===== src/rtl/core/gdda_pkg.sv =====
`timescale 1ns / 1ps
// ----------------------------------------------------------------------------
// gdda_pkg
// Types and constants shared by the grid raycaster core.
// ----------------------------------------------------------------------------
package gdda_pkg;

    localparam int DEF_SCREEN_WIDTH  = 320;
    localparam int DEF_SCREEN_HEIGHT = 200;
    localparam int DEF_MAP_SIZE      = 8;

    localparam int MAP_W      = 24;
    localparam int DIST_W     = 24;
    localparam int CFG_IDX_W  = 3;
    localparam logic [DIST_W-1:0] DIST_MAX = 24'hFFFFFF;

    localparam logic [MAP_W-1:0] MAP_RESET [8] = '{
        24'd2396745, 24'd2097153, 24'd2171201, 24'd2097473,
        24'd2195457, 24'd2197761, 24'd2097153, 24'd2396745
    };

    typedef struct packed {
        logic [8:0]         column;
        logic [15:0]        pos_x;
        logic [15:0]        pos_y;
        logic signed [15:0] view_dir_x;
        logic signed [15:0] view_dir_y;
        logic signed [15:0] plane_x;
        logic signed [15:0] plane_y;
    } gdda_in_t;

    typedef struct packed {
        logic [8:0]  column_out;
        logic [7:0]  wall_top;
        logic [7:0]  wall_bottom;
        logic [15:0] wall_span;
        logic [2:0]  wall_color;
        logic        hit_side;
        logic        escaped;
    } gdda_out_t;

endpackage


===== src/rtl/core/gdda_div.sv =====
`timescale 1ns / 1ps
// ----------------------------------------------------------------------------
// gdda_div
// Restoring divider, one quotient bit per cycle, 48-bit dividend.
// ----------------------------------------------------------------------------
module gdda_div
    import gdda_pkg::*;
(
    input  logic        aclk,
    input  logic        aresetn,
    input  logic        start,
    input  logic [47:0] dividend,
    input  logic [31:0] divisor,
    output logic        done,
    output logic [47:0] quotient
);

    logic [47:0] quo_reg, quo_next;
    logic [32:0] rem_reg, rem_next;
    logic [31:0] den_reg, den_next;
    logic [5:0]  cnt_reg, cnt_next;
    logic        busy_reg, busy_next;
    logic        done_reg, done_next;
    logic [32:0] shifted;
    logic [33:0] diff;

    assign shifted = {rem_reg[31:0], quo_reg[47]};
    assign diff    = {1'b0, shifted} - {2'b00, den_reg};

    always_comb begin
        quo_next  = quo_reg;
        rem_next  = rem_reg;
        den_next  = den_reg;
        cnt_next  = cnt_reg;
        busy_next = busy_reg;
        done_next = 1'b0;
        if (start) begin
            quo_next  = dividend;
            rem_next  = '0;
            den_next  = divisor;
            cnt_next  = 6'd0;
            busy_next = 1'b1;
        end else if (busy_reg) begin
            if (!diff[33]) begin
                rem_next = diff[32:0];
                quo_next = {quo_reg[46:0], 1'b1};
            end else begin
                rem_next = shifted;
                quo_next = {quo_reg[46:0], 1'b0};
            end
            cnt_next = cnt_reg + 6'd1;
            if (cnt_reg == 6'd47) begin
                busy_next = 1'b0;
                done_next = 1'b1;
            end
        end
    end

    always_ff @(posedge aclk) begin
        if (!aresetn) begin
            busy_reg <= 1'b0;
            done_reg <= 1'b0;
            cnt_reg  <= '0;
        end else begin
            busy_reg <= busy_next;
            done_reg <= done_next;
            cnt_reg  <= cnt_next;
        end
        quo_reg <= quo_next;
        rem_reg <= rem_next;
        den_reg <= den_next;
    end

    assign done     = done_reg;
    assign quotient = quo_reg;

endmodule


===== src/rtl/core/grid_dda_raycast_column_core.sv =====
`timescale 1ns / 1ps
// ----------------------------------------------------------------------------
// grid_dda_raycast_column_core
// One ray per item: camera ray, step distances, DDA walk over the 8x8 map
// and wall height, all on one shared multiplier and one serial divider.
// Sequence: camera ray, two step divisions, the DDA walk, and a height
// division for a wall hit at a nonzero distance; a ray with no hit or a
// zero distance skips the height division.
// s_ready is low while an item is worked, so a new item is taken only once
// the last one is finished; a finished result waits in its own register.
// Reset: synchronous active low, clears control and loads the default map.
// ----------------------------------------------------------------------------
module grid_dda_raycast_column_core
    import gdda_pkg::*;
#(
    parameter int SCREEN_WIDTH  = DEF_SCREEN_WIDTH,
    parameter int SCREEN_HEIGHT = DEF_SCREEN_HEIGHT,
    parameter int MAP_SIZE      = DEF_MAP_SIZE
) (
    input  logic                 aclk,
    input  logic                 aresetn,
    input  logic                 s_valid,
    output logic                 s_ready,
    input  gdda_in_t             s_data,
    output logic                 m_valid,
    input  logic                 m_ready,
    output gdda_out_t            m_data,
    input  logic                 cfg_we,
    input  logic [CFG_IDX_W-1:0] cfg_index,
    input  logic [MAP_W-1:0]     cfg_data
);

    localparam int H      = SCREEN_HEIGHT;
    localparam int HALF_H = H / 2;
    localparam logic [15:0] HALF_C = 16'(HALF_H);
    localparam logic [15:0] LAST_C = 16'(H - 1);
    localparam logic [15:0] MID_C  = (HALF_C > LAST_C) ? LAST_C : HALF_C;
    localparam int MAX_STEPS = 2 * MAP_SIZE + 2;
    localparam longint CAM_K = ((longint'(1) << 36) + longint'(SCREEN_WIDTH) - 1)
                               / longint'(SCREEN_WIDTH);

    typedef enum logic [10:0] {
        S_IDLE  = 11'b00000000001,
        S_CAM   = 11'b00000000010,
        S_RX    = 11'b00000000100,
        S_RY    = 11'b00000001000,
        S_DX    = 11'b00000010000,
        S_DY    = 11'b00000100000,
        S_SX    = 11'b00001000000,
        S_SY    = 11'b00010000000,
        S_WALK  = 11'b00100000000,
        S_LH    = 11'b01000000000,
        S_OUT   = 11'b10000000000
    } state_t;

    state_t state_reg, state_next;
    logic [MAP_W-1:0] map_reg [8];
    gdda_in_t  in_reg;
    gdda_out_t out_reg;
    logic out_valid_reg;
    logic out_free;
    logic signed [24:0] cam_reg;
    logic signed [35:0] rx_reg, ry_reg;
    logic [DIST_W-1:0] ddx_reg, ddy_reg, sdx_reg, sdy_reg;
    logic signed [4:0] mx_reg, my_reg;
    logic side_reg, esc_reg, hit_reg;
    logic [2:0] color_reg;
    logic [4:0] step_reg;
    logic div_go_reg;

    // Shared multiplier.
    logic signed [35:0] mul_a;
    logic signed [24:0] mul_b;
    logic signed [61:0] mul_p;
    assign mul_p = mul_a * mul_b;

    logic div_done;
    logic [47:0] div_q, div_n;
    logic [31:0] div_d;
    logic [35:0] abs_r;

    gdda_div u_div (
        .aclk(aclk), .aresetn(aresetn), .start(div_go_reg),
        .dividend(div_n), .divisor(div_d), .done(div_done), .quotient(div_q)
    );

    logic [12:0] fx, fy;
    assign fx = in_reg.pos_x[12:0];
    assign fy = in_reg.pos_y[12:0];

    always_comb begin
        mul_a = '0;
        mul_b = '0;
        unique case (state_reg)
            S_CAM: begin mul_a = 36'(CAM_K); mul_b = 25'(in_reg.column); end
            S_RX: begin mul_a = 36'(in_reg.plane_x); mul_b = cam_reg; end
            S_RY: begin mul_a = 36'(in_reg.plane_y); mul_b = cam_reg; end
            S_SX: begin
                mul_a = rx_reg[35] ? 36'(fx) : 36'(14'h2000 - {1'b0, fx});
                mul_b = $signed({1'b0, ddx_reg});
            end
            S_SY: begin
                mul_a = ry_reg[35] ? 36'(fy) : 36'(14'h2000 - {1'b0, fy});
                mul_b = $signed({1'b0, ddy_reg});
            end
            default: ;
        endcase
    end

    logic [DIST_W-1:0] perp;
    always_comb begin
        perp = side_reg ? (sdy_reg - ddy_reg) : (sdx_reg - ddx_reg);
        abs_r = '0;
        div_n = 48'd1 << 32;
        div_d = 32'd1;
        unique case (state_reg)
            S_DX: begin
                abs_r = rx_reg[35] ? 36'(-rx_reg) : rx_reg;
                div_d = (abs_r[35:32] != 0) ? 32'hFFFFFFFF : abs_r[31:0];
            end
            S_DY: begin
                abs_r = ry_reg[35] ? 36'(-ry_reg) : ry_reg;
                div_d = (abs_r[35:32] != 0) ? 32'hFFFFFFFF : abs_r[31:0];
            end
            S_LH: begin
                div_n = 48'(H) << 16;
                div_d = 32'(perp);
            end
            default: ;
        endcase
    end

    // Walk step.
    logic step_y;
    logic [24:0] sum;
    logic signed [4:0] nmx, nmy;
    logic out_map;
    logic [2:0] cell_val;
    logic [MAP_W-1:0] row;
    always_comb begin
        step_y = !(sdx_reg < sdy_reg);
        sum = step_y ? ({1'b0, sdy_reg} + {1'b0, ddy_reg})
                     : ({1'b0, sdx_reg} + {1'b0, ddx_reg});
        nmx = mx_reg;
        nmy = my_reg;
        if (step_y) nmy = ry_reg[35] ? my_reg - 5'sd1 : my_reg + 5'sd1;
        else        nmx = rx_reg[35] ? mx_reg - 5'sd1 : mx_reg + 5'sd1;
        out_map = nmx[4] || nmy[4] || nmx[3] || nmy[3];
        row = map_reg[nmx[2:0]];
        cell_val = 3'(row >> (3 * nmy[2:0]));
    end

    logic [15:0] lh_sat, half_lh, ds, de;
    always_comb begin
        lh_sat = (div_q[47:16] != 0) ? 16'hFFFF : div_q[15:0];
        if (perp == 0) lh_sat = 16'hFFFF;
        half_lh = lh_sat >> 1;
        ds = (half_lh > HALF_C) ? 16'd0 : HALF_C - half_lh;
        de = HALF_C + half_lh;
        if (de > LAST_C) de = LAST_C;
        if (ds > LAST_C) ds = LAST_C;
    end

    logic signed [61:0] sh14;
    logic [48:0] sd_raw;
    assign sh14 = mul_p >>> 14;
    assign sd_raw = 49'(mul_p[61:0] >> 13);

    assign out_free = !out_valid_reg || m_ready;
    assign s_ready  = (state_reg == S_IDLE);

    always_comb begin
        state_next = state_reg;
        unique case (state_reg)
            S_IDLE: if (s_valid && s_ready) state_next = S_CAM;
            S_CAM:  state_next = S_RX;
            S_RX:   state_next = S_RY;
            S_RY:   state_next = S_DX;
            S_DX:   if (div_done) state_next = S_DY;
            S_DY:   if (div_done) state_next = S_SX;
            S_SX:   state_next = S_SY;
            S_SY:   state_next = S_WALK;
            S_WALK: if (hit_reg || esc_reg || step_reg == 5'(MAX_STEPS))
                        state_next = (hit_reg && perp != 0) ? S_LH : S_OUT;
            S_LH:   if (div_done) state_next = S_OUT;
            S_OUT:  if (out_free) state_next = S_IDLE;
            default: state_next = S_IDLE;
        endcase
    end

    always_ff @(posedge aclk) begin
        if (!aresetn) begin
            state_reg     <= S_IDLE;
            out_valid_reg <= 1'b0;
            div_go_reg    <= 1'b0;
            for (int i = 0; i < 8; i++) map_reg[i] <= MAP_RESET[i];
        end else begin
            state_reg  <= state_next;
            div_go_reg <= (state_reg == S_RY) || (state_reg == S_DX && div_done)
                       || (state_reg == S_WALK && state_next == S_LH);
            if (cfg_we) map_reg[cfg_index] <= cfg_data;
            if (state_reg == S_OUT && out_free) out_valid_reg <= 1'b1;
            else if (m_ready) out_valid_reg <= 1'b0;
        end
        unique case (state_reg)
            S_IDLE: if (s_valid && s_ready) in_reg <= s_data;
            S_CAM: begin
                cam_reg <= 25'(mul_p >>> 19) - 25'sd65536;
                mx_reg <= {2'b00, in_reg.pos_x[15:13]};
                my_reg <= {2'b00, in_reg.pos_y[15:13]};
                step_reg <= '0;
                hit_reg <= 1'b0;
                esc_reg <= 1'b0;
                side_reg <= 1'b0;
                color_reg <= '0;
            end
            S_RX: rx_reg <= 36'(in_reg.view_dir_x) * 4 + 36'(sh14);
            S_RY: ry_reg <= 36'(in_reg.view_dir_y) * 4 + 36'(sh14);
            S_DX: if (div_done) ddx_reg <= (rx_reg == 0 || div_q[47:24] != 0)
                                           ? DIST_MAX : div_q[23:0];
            S_DY: if (div_done) ddy_reg <= (ry_reg == 0 || div_q[47:24] != 0)
                                           ? DIST_MAX : div_q[23:0];
            S_SX: sdx_reg <= (sd_raw[48:24] != 0) ? DIST_MAX : sd_raw[23:0];
            S_SY: sdy_reg <= (sd_raw[48:24] != 0) ? DIST_MAX : sd_raw[23:0];
            S_WALK: if (!(hit_reg || esc_reg || step_reg == 5'(MAX_STEPS))) begin
                step_reg <= step_reg + 5'd1;
                side_reg <= step_y;
                if (step_y) sdy_reg <= sum[24] ? DIST_MAX : sum[23:0];
                else        sdx_reg <= sum[24] ? DIST_MAX : sum[23:0];
                mx_reg <= nmx;
                my_reg <= nmy;
                if (out_map) esc_reg <= 1'b1;
                else begin
                    color_reg <= cell_val;
                    hit_reg <= (cell_val != 0);
                end
            end
            S_OUT: if (out_free) begin
                out_reg.column_out <= in_reg.column;
                out_reg.hit_side   <= side_reg;
                if (!hit_reg) begin
                    out_reg.escaped     <= 1'b1;
                    out_reg.wall_color  <= '0;
                    out_reg.wall_span   <= '0;
                    out_reg.wall_top    <= MID_C[7:0];
                    out_reg.wall_bottom <= MID_C[7:0];
                end else begin
                    out_reg.escaped     <= 1'b0;
                    out_reg.wall_color  <= color_reg;
                    out_reg.wall_span   <= lh_sat;
                    out_reg.wall_top    <= ds[7:0];
                    out_reg.wall_bottom <= de[7:0];
                end
            end
            default: ;
        endcase
    end

    assign m_valid = out_valid_reg;
    assign m_data  = out_reg;

`ifndef ASSERT_OFF
    a_ready_idle: assert property (@(posedge aclk) disable iff (!aresetn)
        s_ready |-> state_reg == S_IDLE) else $error("ready outside idle");
    a_out_hold: assert property (@(posedge aclk) disable iff (!aresetn)
        m_valid && !m_ready |=> m_valid && $stable(m_data))
        else $error("result dropped");
    a_steps: assert property (@(posedge aclk) disable iff (!aresetn)
        state_reg == S_WALK |-> step_reg <= 5'(MAX_STEPS)) else $error("walk overrun");
    a_onehot: assert property (@(posedge aclk) disable iff (!aresetn)
        $onehot(state_reg)) else $error("state not one-hot");
`endif

endmodule

===== config.mk =====
export PLATFORM = sky130hd
export DESIGN_NAME = grid_dda_raycast_column_core
export DESIGN_NICKNAME = d
export VERILOG_FILES = /design/src/rtl/core/gdda_pkg.sv /design/src/rtl/core/gdda_div.sv /design/src/rtl/core/grid_dda_raycast_column_core.sv
export SDC_FILE = /design/constraint.sdc
export NUM_CORES = 2
export LEC_CHECK = 0
export BUFFER_PORTS_ARGS = -buffer_cell sky130_fd_sc_hd__clkbuf_2
export CAP_MARGIN = 40
export CORE_UTILIZATION = 55
export DETAILED_ROUTE_END_ITERATION = 16
export MAX_ROUTING_LAYER = met4
export PLACE_DENSITY = 0.72
export RECOVER_POWER = 50
export SKIP_CTS_REPAIR_TIMING = 1
export SYNTH_ARGS = -nofsm -noshare
export SYNTH_HDL_FRONTEND = slang
export SYNTH_SLANG_ARGS = --single-unit

===== constraint.sdc =====
create_clock -name aclk -period 30.5 [get_ports aclk]
set_input_delay 6.1 -clock aclk [delete_from_list [all_inputs] [get_ports aclk]]
set_output_delay 6.1 -clock aclk [all_outputs]
set_load 0.01 [all_outputs]

==> metrics.md <==
| Metric | Value |
|---|---|
| Worst hold margin | `0.474 ns` |
| # setup viols final | `0` |
| Post-DP HPWL | `147 mm` |
| Top cells by area, synth | `edfxtp_1, fa_1, ha_1` |
| Critical path class | `reg -> reg` |
| Critical Path Most Common Cell | `fa_1` |
| Clock-pin transition on the worst setup and hold timing paths | `0.06 ns` |
| Share of layout cells above drive strength 1 | `7.30%` |
| Setup_tns | `0 ns` |
| Pwr/cell area | `34.2 nW/um^2` |
| Critical Path Max Stage Delay | `2.49 ns` |
| Drt wl/cell | `23.3 um` |
| Die area | `115000 um^2` |
| Crit-path max FO | `55` |
| # DRC | `0` |
| Post-Synthesis Cell Area | `62700 um^2` |
| Hold Path Class | `reg -> reg` |
| Core ar. | `113000 um^2` |
| Most common cell in the netlist | `inv_1` |
| Final slew viol count | `935` |
| IO Pins | `185` |
| Max-cap violations | `23` |
| Vias | `47200` |
| Max layer used | `met4` |
| WL met2 | `84.1 mm` |
| Synth Area in Adders | `29.4%` |
| XOR/XNOR Fraction of Synth Area | `4.21%` |
| Post-synth EDFFs | `637` |
| Peak supply drop | `0.0538 mV` |
| Syn Area/Cell | `9.94 um^2` |
| Unrepaired setup endpoints after global routing | `false` |
| Netlist cell types | `100` |
| Placed cell areas | `65600 um^2` |
| Highest Clock Rate | `0.0619 GHz` |
| Delay-heaviest family, CP | `simple AND/OR/NAND/NOR gates` |
| DRT met1 WL | `77.9 mm` |
| Yosys top cell area share | `30.5%` |
| Synth Area in Compound Gates | `11.4%` |
| Synthesized-area fraction occupied by and/or/nand/nor cells | `14.6%` |
| Global-route wire length before repair | `282 mm` |
| CTS root buffer | `clkbuf_16` |
| Static Leak | `29.7 nW` |
| Grt ovf | `0` |
| Die W | `340 um` |
| CP endpoint kind | `register` |
| Synth cell count leaders | `inv_1, fa_1, edfxtp_1` |
| Vias per cell | `5.91` |
| Outcome | `complete, but fails checks` |
| Placer's final routability congestion estimate | `1.02` |
| Largest family of logic cells by synthesized area | `adder cells` |
| Vias in the first global route | `46300` |
| Post-synth net total | `7505` |
| Clock buffer depth | `3` |
| Failing checks | `max-capacitance violations, max-slew violations` |
| H-tree Lvls | `3` |
| Clock Skew | `0.0598 ns` |
| Post-synthesis cell count | `6305` |
| Final period utilization | `53.0%` |
| Area leader, netlist | `edfxtp_1` |
| Setup ws final | `14.34 ns` |
| CTS Sinks | `690` |
| Fin crit period | `16.16 ns` |
| Yosys warns | `0` |
| CTS tree | `done` |
| Setup crit start kind | `register` |
| Largest net degree at the start of global routing | `72` |
| Post-route ant nets | `0` |
| CP required | `30.89 ns` |
| Port Buffers | `184` |
| Post-synth ARST share | `0%` |
| Synth-to-layout area growth | `8.80%` |
| Mux cell area share after synthesis | `0.956%` |
| CP max stage cell | `clkbuf_1` |
| Final WL | `186 mm` |
| Pre-CTS setup slack | `17.04 ns` |
| Drt initial violations | `4627` |
| CP arrival | `16.55 ns` |
| Number of synthesized register bits | `690` |
| Metal3 WL | `16.1 mm` |
| Slew headroom | `-137%` |
| Initial antenna violation count | `10` |
| CTS Buf Count | `82` |
| Post-route cell area | `68200 um^2` |
| Chip height | `340 um` |
| Later-pin clock latency in the skew report | `0.70 ns` |
| Worst Max-Slew Pin Slew | `3.56 ns` |
| Synth Flop Type | `edfxtp_1` |
| Number of flip-flops in the largest register | `192` |
| All-Layer GR Usage | `33.3%` |
| Drt first pass iters | `6` |
| Starting Density | `55.6%` |
| Final hold vios | `0` |
| Critical path buffers and inverters | `4` |
| Post-synthesis sequential area ratio | `32.2%` |
| NumNets Final | `7616` |
| Row count | `123` |
-- worst register-to-register path, delay by kind of cell (launching register included) --
family	cells	cell delay, ns
buffers and inverters	4	2.63
xor gates and xnor gates	2	0.25
and+or+nand+nor	14	4.64
DFF	1	0.37
adders and majority gates	9	4.14
AOI/OAI and AO/OA	13	3.82
-- power breakdown --
group | internal (mW) | leakage [nW] | switching [mW]
logic | 0.0727 | 22.1 | 0.122
registers | 1.08 | 6.20 | 0.0293
clock network | 0.599 | 1.34 | 0.434
total | 1.75 | 29.7 | 0.585
-- logic make-up after synthesis --
| group | Yosys count |
|---|---|
| DFF | 690 |
| AOI/OAI and AO/OA | 1086 |
| adders and majority gates | 1063 |
| xor gates and xnor gates | 301 |
| muxes | 54 |
| buffers and inverters | 1204 |
| and+or+nand+nor | 1907 |
-- metal layers --
| layer | global-route usage (%) | vias up |
|---|---|---|
| met2 | 50.0 | 2006 |
| li1 | - | 21400 |
| met4 | 12.4 | 0 |
| met1 | 45.6 | 23500 |
| met5 | - | - |
| met3 | 5.63 | 355 |
-- placed cells by master (no fill, tap or decap), types with 34 or more instances in the layout --
cell / synthesis / layout
o31ai_1: 38 / 37
o21ai_0: 204 / 202
a31oi_1: 53 / 53
nor2_1: 497 / 495
a21o_1: 85 / 84
nand2b_1: 79 / 78
clkbuf_2: 0 / 165
a311oi_1: 38 / 38
ha_1: 384 / 384
inv_1: 945 / 944
nand4_1: 35 / 35
nand3_1: 81 / 81
dfxtp_1: 53 / 52
nor2b_1: 90 / 89
xor2_1: 141 / 141
clkbuf_1: 227 / 63
fa_1: 679 / 679
edfxtp_1: 637 / 637
nand2_1: 588 / 588
a21oi_1: 309 / 309
nor3_1: 80 / 77
o21a_1: 34 / 34
or3_1: 83 / 83
and2_1: 187 / 180
or2_2: 48 / 46
a211oi_1: 46 / 46
buf_4: 1 / 57
clkbuf_16: 0 / 82
xnor2_1: 160 / 160
-- metrics by stage --
stage / utilization, % / cells / power (mW)
floorplan: - / 6305 / 1.24
global placement: 57.9 / 7810 / 1.31
detailed placement: 58.2 / 7832 / 1.32
CTS: 60.7 / 7978 / 2.35
global route: 60.4 / 7985 / 2.40
finish: 60.4 / 7987 / 2.34
-- path summary, 6_finish.rpt --
| kind | startpoint | end | slack, ns | cells after the start |
|---|---|---|---|---|
| worst max-delay path | state_reg[7] | ry_reg[35] | 14.34 | 42 |
| worst min-delay path | in_reg[96] | m_data[37] | 0.47 | 0 |
| worst max register to register | state_reg[7] | ry_reg[35] | 14.34 | 42 |
| worst min register to register | in_reg[96] | m_data[37] | 0.47 | 0 |
-- layout make-up --
| type | instances | area (um^2) |
|---|---|---|
| Sequential cell | 690 | 20200 |
| Fill cell | 9548 | 44600 |
| Antenna cell | 9 | 22.5 |
| Clock inverter | 46 | 666 |
| Multi-Input combinational cell | 4411 | 38100 |
| Tap cell | 1500 | 1880 |
| Inverter | 947 | 3560 |
| Timing Repair Buffer | 284 | 1660 |
| Clock buffer | 100 | 2140 |
Note: power is estimated with default switching activity, not from simulation.
